## src/rtl/dbla_pkg.sv

```systemverilog
// Shared types and constants for the dwell binned load averager.
package dbla_pkg;

  // Action codes of an input item.
  localparam logic [1:0] ACT_SAMPLE = 2'd0;
  localparam logic [1:0] ACT_CLEAR  = 2'd1;
  localparam logic [1:0] ACT_READ   = 2'd2;
  localparam logic [1:0] ACT_NONE   = 2'd3;

  // Result status codes.
  localparam logic [3:0] ST_WAITING  = 4'd0;
  localparam logic [3:0] ST_MEASURE  = 4'd1;
  localparam logic [3:0] ST_DRIFT    = 4'd2;
  localparam logic [3:0] ST_PULSEERR = 4'd3;
  localparam logic [3:0] ST_STORED   = 4'd4;
  localparam logic [3:0] ST_TAKEN    = 4'd5;
  localparam logic [3:0] ST_NOSAMP   = 4'd6;
  localparam logic [3:0] ST_READ     = 4'd7;
  localparam logic [3:0] ST_CLEARED  = 4'd8;

  // Configuration register indexes.
  localparam logic [2:0] REG_PULSE_ZERO = 3'd0;
  localparam logic [2:0] REG_PULSE_FULL = 3'd1;
  localparam logic [2:0] REG_DRIFT      = 3'd2;
  localparam logic [2:0] REG_DWELL      = 3'd3;
  localparam logic [2:0] REG_WINDOW     = 3'd4;

  localparam int PERCENT_TOP = 100;
  localparam logic [15:0] COUNT_MAX = 16'hFFFF;

  // Classified item passed from the front to the back.
  typedef struct packed {
    logic [1:0]  action;
    logic [31:0] now_ms;
    logic        pulse_zero;
    logic [16:0] pulse_diff;   // pulse - zero point, signed
    logic        load_valid;
    logic [31:0] load_value;
    logic [6:0]  read_index;
  } item_t;

  // Result beat.
  typedef struct packed {
    logic [3:0]  status;
    logic [15:0] throttle_percent;
    logic [6:0]  bin_index;
    logic [31:0] bin_value;
    logic        bin_filled;
  } result_t;

endpackage

```

## src/rtl/dbla_queue.sv

```systemverilog
// Two-entry queue between the front and the back.
module dbla_queue import dbla_pkg::*; (
  input  logic  clk,
  input  logic  rst,
  input  logic  wr,
  output logic  full,
  input  item_t wdata,
  input  logic  rd,
  output logic  empty,
  output item_t rdata
);
  item_t slot [2];
  logic wptr, rptr;
  logic [1:0] count;

  assign full = (count == 2'd2);
  assign empty = (count == 2'd0);
  assign rdata = slot[rptr];

  // Advance pointers on each beat.
  always_ff @(posedge clk) begin
    if (rst) begin
      wptr <= 1'b0;
      rptr <= 1'b0;
      count <= '0;
    end else begin
      if (wr && !full) begin
        slot[wptr] <= wdata;
        wptr <= !wptr;
      end
      if (rd && !empty) rptr <= !rptr;
      count <= count + {1'b0, wr && !full} - {1'b0, rd && !empty};
    end
  end
endmodule

```

## config.mk

```make
export PLATFORM = sky130hd
export DESIGN_NAME = dbla_queue
export DESIGN_NICKNAME = d
export VERILOG_FILES = /design/src/rtl/dbla_pkg.sv /design/src/rtl/dbla_queue.sv
export SDC_FILE = /design/constraint.sdc
export NUM_CORES = 1
export LEC_CHECK = 0
export ABC_AREA = 1
export ABC_CLOCK_PERIOD_IN_PS = 6900
export BUFFER_PORTS_ARGS = -buffer_cell sky130_fd_sc_hd__buf_4
export CELL_PAD_IN_SITES_DETAIL_PLACEMENT = 1
export CELL_PAD_IN_SITES_GLOBAL_PLACEMENT = 1
export CORE_ASPECT_RATIO = 0.75
export CORE_MARGIN = 2
export CORE_UTILIZATION = 46
export CTS_BUF_LIST = sky130_fd_sc_hd__clkbuf_4
export DETAILED_ROUTE_END_ITERATION = 10
export PLACE_DENSITY_LB_ADDON = 0.1
export SLEW_MARGIN = 0
export SYNTH_ARGS = -nofsm -noshare
export SYNTH_HDL_FRONTEND = slang
export SYNTH_SLANG_ARGS = --single-unit
```

## constraint.sdc

```tcl
create_clock -name clk -period 6.9 [get_ports clk]
set_input_delay 1.035 -clock clk [delete_from_list [all_inputs] [get_ports clk]]
set_output_delay 1.035 -clock clk [all_outputs]
set_load 0.005 [all_outputs]
```

Word level (Yosys, flattened, before mapping) --
Memories as Yosys holds them, arrays and structs flattened. A register that Yosys moved wholly into a read port is not among the register bits. Index checks and enable logic that the tools add are counted.
Cells by class: reductions and logical operators 7, $add $sub $neg 2, muxes and demuxes 5, equality and inequality tests 1
Operators by type and width (number):
- two-way mux 1 bit | 5
- zero test 1 bit | 4
- adder 2 x 1 -> 2 bit | 1
- == test 2 bit, second input constant | 1
- logical AND 1 bit | 2
- zero test 2 bit | 1
- subtractor 2 x 1 -> 2 bit | 1
Word-level totals: RAM bits 184, register bits 4, memories 1, input port bits 96, word-level logic and storage cells 19
Memories:
- slot | words 2, width 92, rd ports 1, clocked after memory_dff 1, wr ports 1, line dbla_queue.sv:12 | item_t slot [2];

Logic depth before layout (Yosys ltp) --
word-level depth 6, gate-level depth with buffers 10

Least setup slack after synthesis --
OpenSTA, ideal clock, no wires.
path type input port to flip-flop, start input rst, end memory slot[1][0] (netlist bit), enable pin, data required time 6.357 ns, library setup time 0.543 ns, path slack 1.355 ns, cell stages on the path 3, buffers on the path 0, data arrival time 5.002 ns, cells stage by stage inv_1 > nand2_1 > nor2_1
Between the ends: cells in the longest elaborated chain, start to end 2
RTL lines:
- from (decl) | line dbla_queue.sv:4 | input logic rst,
- two-way mux 1 bit | line dbla_queue.sv:22 | if (rst) begin
- two-way mux 1 bit (implied by the code) | line dbla_queue.sv:28 | slot[wptr] <= wdata;
- to (decl) | line dbla_queue.sv:12
No other way between the ends.

==> metrics.json <==
{
  "placement": {
    "weighted_congestion_reported_at_the_end_of_routability_driven_placement": 0.7232,
    "dp_hpwl_mm": 9.232,
    "port-buffer-count": 189
  },
  "cts": {
    "post_cts.resized_instances": 0,
    "cts-buffers-inserted": 17,
    "maximum_clock_path_buffer_count": 2,
    "cts-root-buf": "sky130_fd_sc_hd__clkbuf_4",
    "cts_setup_buffers": 0,
    "clock_tree_from_tritoncts": "built",
    "number_of_h_tree_levels": 4,
    "cts_hold_buffers": 0,
    "numClockSinks": 189,
    "clock_latency_ns": 0.57,
    "clk_transition_reported_paths_ns": 0.15
  },
  "finish": {
    "nFillCells": 1404,
    "n_antenna_cell": 0,
    "fin_nets": 626,
    "area.growth.synth_to_final_pct": 25.68,
    "multi_input_gate_area_sq_um": 1461,
    "drive_above_1_share_pct": 59.15,
    "seqCellArea_sq_um": 5629
  },
  "worst_setup_path": {
    "critPathMaxStageDelay_ns": 0.92,
    "crit_arrival_ns": 2.94,
    "reg2reg_depth": 6,
    "path_class": "flop to output pin",
    "critical_path_cell_count": 3,
    "timing.critical_path.to": "rdata[0]",
    "required_ns": 5.86,
    "crit_buf_inv": 2,
    "cp_dominant_cell_by_count": "sky130_fd_sc_hd__buf_4",
    "crit_path_cell_trace": "buf_4 -> mux2_2 -> buf_4",
    "critical_path.max_fanout": 49,
    "cp-start-kind": "flop",
    "timing.rr.start": "count[1]",
    "worst_setup_path_end_kind": "output pin",
    "reg2reg_slack_ns": 4.56,
    "crit_path_top_delay_cell": "sky130_fd_sc_hd__dfxtp_4",
    "rr_endpoint": "slot[0][20]",
    "path_delay_family": "buffers and inverters"
  },
  "synthesis": {
    "synth_area_per_cell_sq_um": 22.37,
    "synth.yosys.seq_area_share_pct": 77.13,
    "netlist_top_cells_area": "sky130_fd_sc_hd__edfxtp_1 76%, sky130_fd_sc_hd__mux2_4 16%, sky130_fd_sc_hd__buf_12 2.2%, sky130_fd_sc_hd__mux2_2 1.9%, sky130_fd_sc_hd__dfxtp_1 1.4%",
    "yosys.area.top_type": "sky130_fd_sc_hd__edfxtp_1",
    "netlist_instances": 326,
    "synth-warning-count": 0,
    "synth_area_sq_um": 7293,
    "synth-seq-cells": 189,
    "synth.lib_cells_used.distinct": 14,
    "synth.top_cell.area_share_pct": 75.76,
    "postSynthNetCount": 424
  },
  "pwr": {
    "worst_ir_drop_vdd_v": 0.0001507,
    "power-per-cell-area_nw_per_um2": 306.9,
    "leakagePower_uw": 0.003549
  },
  "detailed_routing": {
    "dr.pass1.iters": 4,
    "totalWireLength_mm": 13.66,
    "vias": 3588,
    "wl_per_cell_microns": 18.31,
    "vias_per_cell": 4.810,
    "route.detailed.drc": 0,
    "drt.antenna.violating_nets": 0,
    "drt-initial-drc-count": 165
  },
  "global_route": {
    "grt_pass1_wl_mm": 21.09,
    "global_route.usage.total_pct": 16.93,
    "largest_net_degree_at_the_start_of_global_routing": 50,
    "overflow": 0,
    "grt_pass1_vias": 3899,
    "grt_antenna_before_repair": 0
  },
  "timing": {
    "max_clock_freq_ghz": 0.2518,
    "rsz0062_at_grt": "false",
    "final-max-slew-violation-count": 0,
    "fin_hold_ws_ns": 0.5537,
    "period_minus_slack_ns": 3.971,
    "worst_pin_slew_ns": 0.8981,
    "final_min_period_over_clock_period_pct": 57.56,
    "final.setup_skew_ns": 0.01708,
    "finalSetupTns_ns": 0,
    "finalSetupViolations": 0,
    "max_slew_headroom_at_the_worst_pin_pct": 40.13,
    "finalHoldViolCount": 0
  },
  "die": {
    "floorplan.die_area_sq_um": 16890,
    "chipHeight_microns": 113.0,
    "die_w_microns": 149.4,
    "num_io_pins": 190,
    "floorplan.initialDensity_pct": 47.45,
    "fp-row-count": 39,
    "core_area_sq_um": 15370
  },
  "run": {
    "cap_viol_max_count": 0
  },
  "hold_path": {
    "min-delay-path-class": "flop to flop",
    "hold_path_startpoint": "rptr"
  },
  "status": {
    "outcome": "finished, final reports clean"
  }
}
## sequential cells by signal, indices dropped and copies added, names as in the netlist, named ones only
register and count:
slot 184, wptr 1, count 2, rptr 1
## layer usage
metal,track usage [%],up-vias,part of all wire (%)
met3,7.540,18,9.6
met5,0,-,0
met4,7.365,0,1.8
met1,20.80,1778,41
li1,-,1665,-
met2,26.09,127,48
## area by class of cell
type	instances	area share [%]
Clock buffer	19	1.556
Clock inverter	13	2.048
Inverter	10	0.4368
Multi-Input combinational cell	117	15.94
Sequential cell	189	61.41
Tap cell	205	2.798
Timing Repair Buffer	193	15.81
## through the flow
stage	total power, uW	setup slack [ns]	utilization, %	area [sq um]	cells
2_1_floorplan	1903	1.355	-	7293	326
6_report	2813	2.929	59.63	9166	746
3_5_place_dp	2188	3.495	57.48	8836	714
5_1_grt	2942	2.755	59.63	9166	746
4_1_cts	2861	2.802	59.63	9166	746
3_3_place_gp	2168	3.531	57.48	8836	714
## power breakdown
part | total (uW) | switching [uW] | internal, uW
logic | 697 | 267 | 430
registers | 1450 | 69.5 | 1380
clock network | 669 | 370 | 298
total | 2810 | 707 | 2110
## worst register-to-register path: stages (launching register included)
cell,delay [ns]
sky130_fd_sc_hd__dfxtp_1,0.34
sky130_fd_sc_hd__inv_1,0.13
sky130_fd_sc_hd__nor2_1,0.07
sky130_fd_sc_hd__nor2_1,0.13
sky130_fd_sc_hd__nand2_1,0.12
sky130_fd_sc_hd__inv_4,0.45
sky130_fd_sc_hd__buf_4,0.68
## cells in the final DEF, fill, tap and decap left out, drive strengths merged
| cell type | n |
|---|---|
| a21oi | 1 |
| ha | 2 |
| clkbuf | 19 |
| clkinv | 3 |
| buf | 193 |
| nand2 | 7 |
| mux2 | 92 |
| o21ai | 2 |
| nor2 | 11 |
| dfxtp | 5 |
| clkinvlp | 3 |
| bufinv | 4 |
| inv | 13 |
| nand3 | 2 |
| edfxtp | 184 |
## worst min path at each step
| stage | to | slack (ns) | cells past startpoint |
|---|---|---|---|
| after floorplan | flop | 0.47 | 2 |
| after global placement | rptr | 0.49 | 2 |
| final | flop | 0.55 | 2 |
| after CTS | count[0] | 0.55 | 2 |
| after global routing | count[0] | 0.56 | 2 |
| after detailed placement | flop | 0.52 | 2 |
## Yosys cell counts
master and number:
sky130_fd_sc_hd__buf_2 1, sky130_fd_sc_hd__mux2_2 12, sky130_fd_sc_hd__inv_1 10, sky130_fd_sc_hd__buf_6 1, sky130_fd_sc_hd__a21oi_1 1, sky130_fd_sc_hd__nand3_1 2
sky130_fd_sc_hd__nand2_1 7, sky130_fd_sc_hd__mux2_4 80, sky130_fd_sc_hd__edfxtp_1 184, sky130_fd_sc_hd__nor2_1 11, sky130_fd_sc_hd__dfxtp_1 5, sky130_fd_sc_hd__buf_12 8
sky130_fd_sc_hd__o21ai_0 2, sky130_fd_sc_hd__ha_1 2
## logic make-up after synthesis
kind of cell / count (synthesis) / share of synthesized area (%)
fa+ha+maj: 2 / 0.3431
compound gates: 3 / 0.2058
mux: 92 / 18.32
simple gates: 20 / 1.064
flops: 189 / 77.13
buf+inv: 20 / 2.934
Note: power is estimated with default switching activity, not from simulation.
