===== config.mk =====
export PLATFORM = sky130hd
export DESIGN_NAME = dbla_front
export DESIGN_NICKNAME = d
export VERILOG_FILES = /design/src/rtl/dbla_pkg.sv /design/src/rtl/dbla_front.sv
export SDC_FILE = /design/constraint.sdc
export NUM_CORES = 1
export LEC_CHECK = 0
export ABC_AREA = 1
export ABC_CLOCK_PERIOD_IN_PS = 10000
export BUFFER_PORTS_ARGS = -buffer_cell sky130_fd_sc_hd__buf_2
export CAP_MARGIN = 20
export CORE_MARGIN = 2
export CORE_UTILIZATION = 48
export CTS_CLUSTER_SIZE = 40
export DETAILED_ROUTE_END_ITERATION = 12
export PLACE_DENSITY = 0.95
export SKIP_CTS_REPAIR_TIMING = 1
export SYNTH_ARGS = -nofsm -noshare
export SYNTH_HDL_FRONTEND = slang
export SYNTH_SLANG_ARGS = --single-unit

===== constraint.sdc =====
create_clock -name clk -period 10 [get_ports clk]
set_input_delay 3 -clock clk [delete_from_list [all_inputs] [get_ports clk]]
set_output_delay 3 -clock clk [all_outputs]
set_load 0.02 [all_outputs]

===== src/rtl/dbla_pkg.sv =====
// Shared types and constants for the dwell binned load averager.
package dbla_pkg;

  // Action codes of an input item.
  localparam logic [1:0] ACT_SAMPLE = 2'd0;
  localparam logic [1:0] ACT_CLEAR  = 2'd1;
  localparam logic [1:0] ACT_READ   = 2'd2;
  localparam logic [1:0] ACT_NONE   = 2'd3;

  // Result status codes.
  localparam logic [3:0] ST_WAITING  = 4'd0;
  localparam logic [3:0] ST_MEASURE  = 4'd1;
  localparam logic [3:0] ST_DRIFT    = 4'd2;
  localparam logic [3:0] ST_PULSEERR = 4'd3;
  localparam logic [3:0] ST_STORED   = 4'd4;
  localparam logic [3:0] ST_TAKEN    = 4'd5;
  localparam logic [3:0] ST_NOSAMP   = 4'd6;
  localparam logic [3:0] ST_READ     = 4'd7;
  localparam logic [3:0] ST_CLEARED  = 4'd8;

  // Configuration register indexes.
  localparam logic [2:0] REG_PULSE_ZERO = 3'd0;
  localparam logic [2:0] REG_PULSE_FULL = 3'd1;
  localparam logic [2:0] REG_DRIFT      = 3'd2;
  localparam logic [2:0] REG_DWELL      = 3'd3;
  localparam logic [2:0] REG_WINDOW     = 3'd4;

  localparam int PERCENT_TOP = 100;
  localparam logic [15:0] COUNT_MAX = 16'hFFFF;

  // Classified item passed from the front to the back.
  typedef struct packed {
    logic [1:0]  action;
    logic [31:0] now_ms;
    logic        pulse_zero;
    logic [16:0] pulse_diff;   // pulse - zero point, signed
    logic        load_valid;
    logic [31:0] load_value;
    logic [6:0]  read_index;
  } item_t;

  // Result beat.
  typedef struct packed {
    logic [3:0]  status;
    logic [15:0] throttle_percent;
    logic [6:0]  bin_index;
    logic [31:0] bin_value;
    logic        bin_filled;
  } result_t;

endpackage


===== src/rtl/dbla_front.sv =====
// Front stage: take input items and work out the pulse offset from the zero point.
module dbla_front import dbla_pkg::*; (
  input  logic        clk,
  input  logic        rst,
  input  logic        push,
  output logic        full,
  input  logic [1:0]  action,
  input  logic [31:0] now_ms,
  input  logic [14:0] pulse_us,
  input  logic        load_valid,
  input  logic [31:0] load_value,
  input  logic [6:0]  read_index,
  input  logic [14:0] pulse_at_zero,
  output logic        q_push,
  input  logic        q_full,
  output item_t       q_item
);
  item_t hold;
  logic  held;

  assign full = held;
  assign q_push = held && !q_full;
  assign q_item = hold;

  // Capture one beat, release it to the queue.
  always_ff @(posedge clk) begin
    if (rst) begin
      held <= 1'b0;
    end else begin
      if (push && !held) begin
        held <= 1'b1;
        hold.action <= action;
        hold.now_ms <= now_ms;
        hold.pulse_zero <= (pulse_us == '0);
        hold.pulse_diff <= {2'b00, pulse_us} - {2'b00, pulse_at_zero};
        hold.load_valid <= load_valid;
        hold.load_value <= load_value;
        hold.read_index <= read_index;
      end else if (q_push) begin
        held <= 1'b0;
      end
    end
  end
endmodule


-- After elaboration in Yosys (flattened, before gate mapping)
Cells that the tools add are included.
- flip-flop bits (word level): 93
- bits in latches: 0
- memory bits (writable): 0
- memory bits (read-only): 0
- memories: 0
- $add $sub $neg: 1
- multipliers: 0
- divide/modulo/power cells: 0
- order comparisons: 0
- eq/ne operators: 0
- shift-type cells: 0
- multiplexer cells: 2
- bitwise operators: 1
- reduce and logical (&&, ||, !) cells: 7
- operator list (kind ; count):
    subtractor 15 x 15 -> 16 bit ; 1
    zero test 15 bit ; 1
    logical AND 1 bit ; 2
    zero test 1 bit ; 2
    two-way mux 1 bit ; 2
    AND reduction 2 bit ; 1
    nonzero test 2 bit ; 1
    NOT 1 bit ; 1

-- Depth between registers and ports, before layout
Gate-level depths: netlist of the first run.
- depth after elaboration: 4
- depth in mapped cells: 10
- mapped depth without buffers: 10

-- Worst setup path before layout of the first run
OpenSTA, ideal clock, no wires.
- path type: input-to-reg
- start: in push
- end: reg hold, in the netlist q_item[0] (enable)
- arrival time: 6.873 ns
- slack: 2.584 ns
- stages on the path: 2
- buffers on the path: 0
- path through: nand2_1 -> nor2_1
- longest elaborated chain between the ends: 2
- ends and longest elaborated chain (element ; RTL line ; text):
    start: declaration ; dbla_front.sv:5 ; input logic push,
    logical AND 1 bit ; dbla_front.sv:30 ; if (push && !held) begin
    AND reduction 2 bit (no line) ; n/a ;
    end: declaration ; dbla_front.sv:18 ; item_t hold;
Every way passes these cells.
A chain may end at the register's enable or synchronous reset.

-- Final worst setup path of the first run
- start: in q_full
- end: out q_push
- longest elaborated chain between the ends: 2
- ends and longest elaborated chain (element ; RTL line ; text):
    start: declaration ; dbla_front.sv:15 ; input logic q_full,
    zero test 1 bit ; dbla_front.sv:22 ; assign q_push = held && !q_full;
    logical AND 1 bit ; dbla_front.sv:22 ;
    end: declaration ; dbla_front.sv:14 ; output logic q_push,
Every way passes these cells.

==> metrics.cfg, run 1 <==
[grt]
grt_antenna_before_repair = 0
grt_util_all_layers = 0.222
grt_max_degree = 92
grt_overflow_total = 0
grt_pass1_vias = 2867
grt_pass1_wl_um = 14300

[synth]
synthDistinctLibCells = 22
synthTopCellsByArea = edfxtp_1 72%, nand2_1 7.8%, inv_1 5.7%, ha_1 4.9%, nor2_1 1.2%
yosysTopAreaCellShare = 0.716
syn_inst = 302
yosys_warnings = 0
ys_ff_latch = 92
syn_area_per_cell_um2 = 12.6
yosysTopAreaCell = edfxtp_1
netlist_area_um2 = 3820
ys_seq_area_frac = 0.721
synth_nets = 426

[floorplan]
die-area_um2 = 8690
coreArea_um2 = 7730
initial_utilization = 0.494
pin_count = 202
rows = 32
die_x_um = 93.2
die_h_um = 93.2

[clock_tree]
clock_latency_ps = 350
clockBufferDepth = 2
cts_tree = done
numCtsBuffers = 9
htree_levels = 3
ctsRootBufferMaster = clkbuf_8
path_clk_slew_ps = 90
cts.sinks = 92

[drt]
postRouteAntennaNets = 0
drt_first_pass_iters = 4
avgRoutedWirePerCell_um = 15.7
vias = 2952
drc = 0
viasPerCell = 4.75
wl_um = 9750
drt_iter0_drc = 101

[cells_and_area]
utilization = 0.670
nNetsFinal = 638
drive_gt1_frac = 0.439
syn2layout_area_growth_pct = 35.7
diodes = 0
fill_cells = 559

[worst_setup_path]
ff2ff_path_depth = 4
worstSetupStartpointType = input port
crit_required_ps = 7000
worstSetupPathType = input port to output port
cp_slowest_stage_delay_ps = 190
rrSetupSlack_ps = 8170
r2r-end = q_item[57]
cp.arrival_ps = 3430
crit_buf_inv = 2
worstPathMaxFanout = 2
crit_slowest_cell = buf_2
crit_chain = buf_2 > nor2_1 > buf_2
crit_family = buffers and inverters
timing.critical_path.mode_cell = buf_2
end_kind = output port
reg2reg_from = full

[flow_run]
drv_cap = 0

[power]
ir_worst_vdd_uv = 68.7
power.density_nw_per_um2 = 164
p_leak_nw = 2.52
p_total_mw = 0.851

[timing]
finalSetupTns_ps = 0
min_period_over_period = 0.643
final_hold_viol_count = 0
fin_skew_ps = 9.66
slew-limit-headroom = 0.273
drv_slew = 0
tightest_slew_ps = 1090
max_freq_mhz = 156
rsz0062_at_grt = false
finalSetupViolations = 0
period_minus_slack_ps = 6430

[hold_path]
hold_path.class = flip-flop to flip-flop
whs_endpoint = full
min_from = full
min_path_cells = 2

[placement]
buffer_ports.inserted = 201
gp_congestion = 0.849
hpwl_um = 7880

[run_status]
outcome = completed

## metal layers
layer  vias to the layer above  wire (um)  track usage
met5                         -          0            0
met4                         0        259        0.102
met3                        23        777       0.0524
met2                       127       5150        0.408
met1                      1374       3570        0.242
li1                       1428          -            -
## Yosys cell counts
cell type,count
ha_1,15
o21bai_4,1
nand2_1,79
xnor2_1,2
nand3_1,7
buf_4,1
nor4_1,3
dfxtp_1,1
nor2_1,12
nor3_1,5
inv_1,58
nor2_2,1
nand3_2,4
inv_2,1
o31ai_1,1
xor2_1,4
a21oi_1,8
edfxtp_1,91
nand2_2,3
and2_1,1
nand4_1,3
fa_1,1
## how the worst max path moves through the flow
stage	startpoint	endpoint	slack, ps	depth (start not counted)
floorplan	push	q_item[0]	2580	2
detailed placement	q_full	q_push	3590	3
global route	q_full	q_push	3570	3
CTS	q_full	q_push	3580	3
global placement	q_full	q_push	3610	3
finish	q_full	q_push	3570	3
## power by group
part	switching, mW	internal (mW)
sequential	0.00434	0.447
clock	0.128	0.143
combinational	0.0811	0.0475
total	0.213	0.638
## worst reg2reg max path, stage by stage (launching register included)
cell,delay (ps)
dfxtp_1,330
inv_1,70
nand2_1,90
nor2_4,90
buf_4,830
## per-stage QoR
stage	instance area [um^2]	hold slack, ps	setup slack (ps)	instances
6_report	5180	544	3570	621
5_1_grt	5180	559	3570	621
4_1_cts	5180	546	3580	621
3_5_place_dp	4960	533	3590	605
3_3_place_gp	4960	498	3610	605
2_1_floorplan	3820	578	2580	302
## sequential cells by signal, indices dropped and copies added, names as in the netlist
| signal | cells |
|---|---|
| full | 1 |
| q_item | 91 |
## area by class of cell
cell class                 instances  area (um^2)  area share
clock inverter                     6         93.8      0.0181
multi-input combinational        150          845       0.163
sequential                        92         2750       0.531
clock buffer                      10          128      0.0246
inverter                          59          221      0.0427
timing repair buffer             202         1010       0.196
tap                              102          128      0.0246
## placed cells by master, fill, tap and decap left out, types with 2 or more instances in the layout
cell type	n
nor4_1	3
a21oi_1	8
nand3_1	7
xor2_1	4
nand3_2	4
xnor2_1	2
nand4_1	3
ha_1	15
inv_6	2
buf_2	201
nand2_1	79
clkbuf_8	9
nand2_2	3
nor3_1	5
nor2_1	11
bufinv_16	2
inv_1	58
edfxtp_1	91
## kinds of logic after synthesis
kind of cell | Yosys count | share of synthesized area
buffers and inverters | 60 | 0.0600
AO/OA/AOI/OAI | 10 | 0.0174
AND/OR/NAND/NOR | 118 | 0.134
adder cells (fa/ha/maj) | 16 | 0.0544
flip-flops | 92 | 0.721
XOR/XNOR | 6 | 0.0138
Note: power is estimated with default switching activity, not from simulation.
==> run 2, diff against run 1 <==
- ABC_CLOCK_PERIOD_IN_PS: 10000 -> 5700
- CORE_UTILIZATION: 48 -> 41
- PLACE_DENSITY: 0.95 -> 0.87
- clock period: 10 -> 5.7 ns (I/O delays scaled with it)
==> run 2 against run 1 <==
Against the previous run:
- die area rose by 16%
- first-iteration DRC count fell by 26%
- wire length fell by 3.1%
- largest power group unchanged
- highest routed layer unchanged
- total power rose by 64%
==> metrics.cfg, run 2 (same netlist as run 1, synthesis figures left out) <==
[placement]
hpwl_um = 7860
gp_congestion = 0.847
buffer_ports.inserted = 201
place_ws_ps = 1850

[timing]
holdWs_ps = 531
tightest_slew_ps = 785
max_freq_mhz = 260
rsz0062_at_grt = false
period_minus_slack_ps = 3850
slew-limit-headroom = 0.475
min_period_over_period = 0.675
drv_slew = 0
final_hold_viol_count = 0
finalSetupViolations = 0
fin_skew_ps = 3.95
finalSetupTns_ps = 0
worst_slack_ps = 1850

[clock_tree]
clock_latency_ps = 350
htree_levels = 3
cts.sinks = 92
numCtsBuffers = 9
path_clk_slew_ps = 90
clockBufferDepth = 2
ctsRootBufferMaster = clkbuf_8
cts_tree = done

[worst_setup_path]
cp_slowest_stage_delay_ps = 190
crit_required_ps = 3990
timing.critical_path.mode_cell = buf_2
reg2reg_from = full
cp.arrival_ps = 2140
worstSetupPathType = input port to output port
critPathCapture = q_push
ff2ff_path_depth = 4
worstSetupStartpointType = input port
crit_slowest_cell = buf_2
crit_chain = buf_2 > nor2_1 > buf_2
rrSetupSlack_ps = 3710
end_kind = output port
critPathLaunch = q_full
worstPathMaxFanout = 2
r2r-end = q_item[11]

[cells_and_area]
largest_register_ff_count = 91
final_common_cell = buf_2
nNetsFinal = 639
final_cell_mix = 201 x buf_2, 91 x edfxtp_1, 79 x nand2_1
drive_gt1_frac = 0.438
syn2layout_area_growth_pct = 35.0

[floorplan]
rows = 35
die_x_um = 101
die_h_um = 101
initial_utilization = 0.417
pin_count = 202
die-area_um2 = 10100
coreArea_um2 = 9150

[grt]
grt_max_degree = 39
grt_util_all_layers = 0.184
grt_pass1_wl_um = 13800
grt_antenna_before_repair = 0
grt_pass1_vias = 2868
grt_overflow_total = 0

[drt]
wl_um = 9450
drc = 0
vias = 2879
postRouteAntennaNets = 0
avgRoutedWirePerCell_um = 15.0
drt_iter0_drc = 75
viasPerCell = 4.56
drt_first_pass_iters = 4

[power]
p_leak_nw = 2.50
ir_worst_vdd_uv = 104
power.density_nw_per_um2 = 271

[run_status]
outcome = completed

[hold_path]
hold_path.class = flip-flop to flip-flop

[flow_run]
drv_cap = 0

-- run 2: through the flow --
stage / cell area (um^2) / instances / power (mW) / utilization
after global placement: 4980 / 615 / 1.03 / 0.544
after CTS: 5150 / 631 / 1.41 / 0.563
final: 5150 / 632 / 1.40 / 0.563
after global routing: 5150 / 631 / 1.46 / 0.563
after floorplan: 3820 / 302 / 0.942 / -
after detailed placement: 4980 / 615 / 1.03 / 0.544
-- run 2: cell type report --
cell class                 instances  area, um^2
antenna                            1        2.50
timing repair buffer             203        1020
fill                             749        4000
tap                              111         139
sequential                        92        2750
clock inverter                     7        50.0
multi-input combinational        150         845
inverter                          59         221
clock buffer                       9         124
-- run 2: layer usage --
layer  share of wire  vias to the layer above  track usage
met5               0                        -            0
met1            0.33                     1303        0.170
met4           0.039                        0        0.114
met2            0.54                      119        0.346
met3           0.095                       28       0.0583
li1                -                     1429            -
-- run 2: worst max-delay path: cells and delay by family --
kind | cells | cell delay [ps]
and+or+nand+nor | 1 | 140
buffers and inverters | 2 | 290
-- run 2: worst min path at each step --
stage / end / from / depth (start not counted) / slack, ps
after CTS: full / full / 2 / 530
after floorplan: full / full / 2 / 580
after global routing: full / full / 2 / 590
after detailed placement: full / full / 2 / 520
after global placement: full / full / 2 / 500
final: full / full / 2 / 530
-- run 2: where the power goes --
group | internal (mW) | leakage (nW) | switching [mW] | total, mW
logic | 0.0836 | 1.56 | 0.140 | 0.223
registers | 0.784 | 0.852 | 0.00717 | 0.791
clock network | 0.160 | 0.0853 | 0.224 | 0.384
total | 1.03 | 2.50 | 0.371 | 1.40
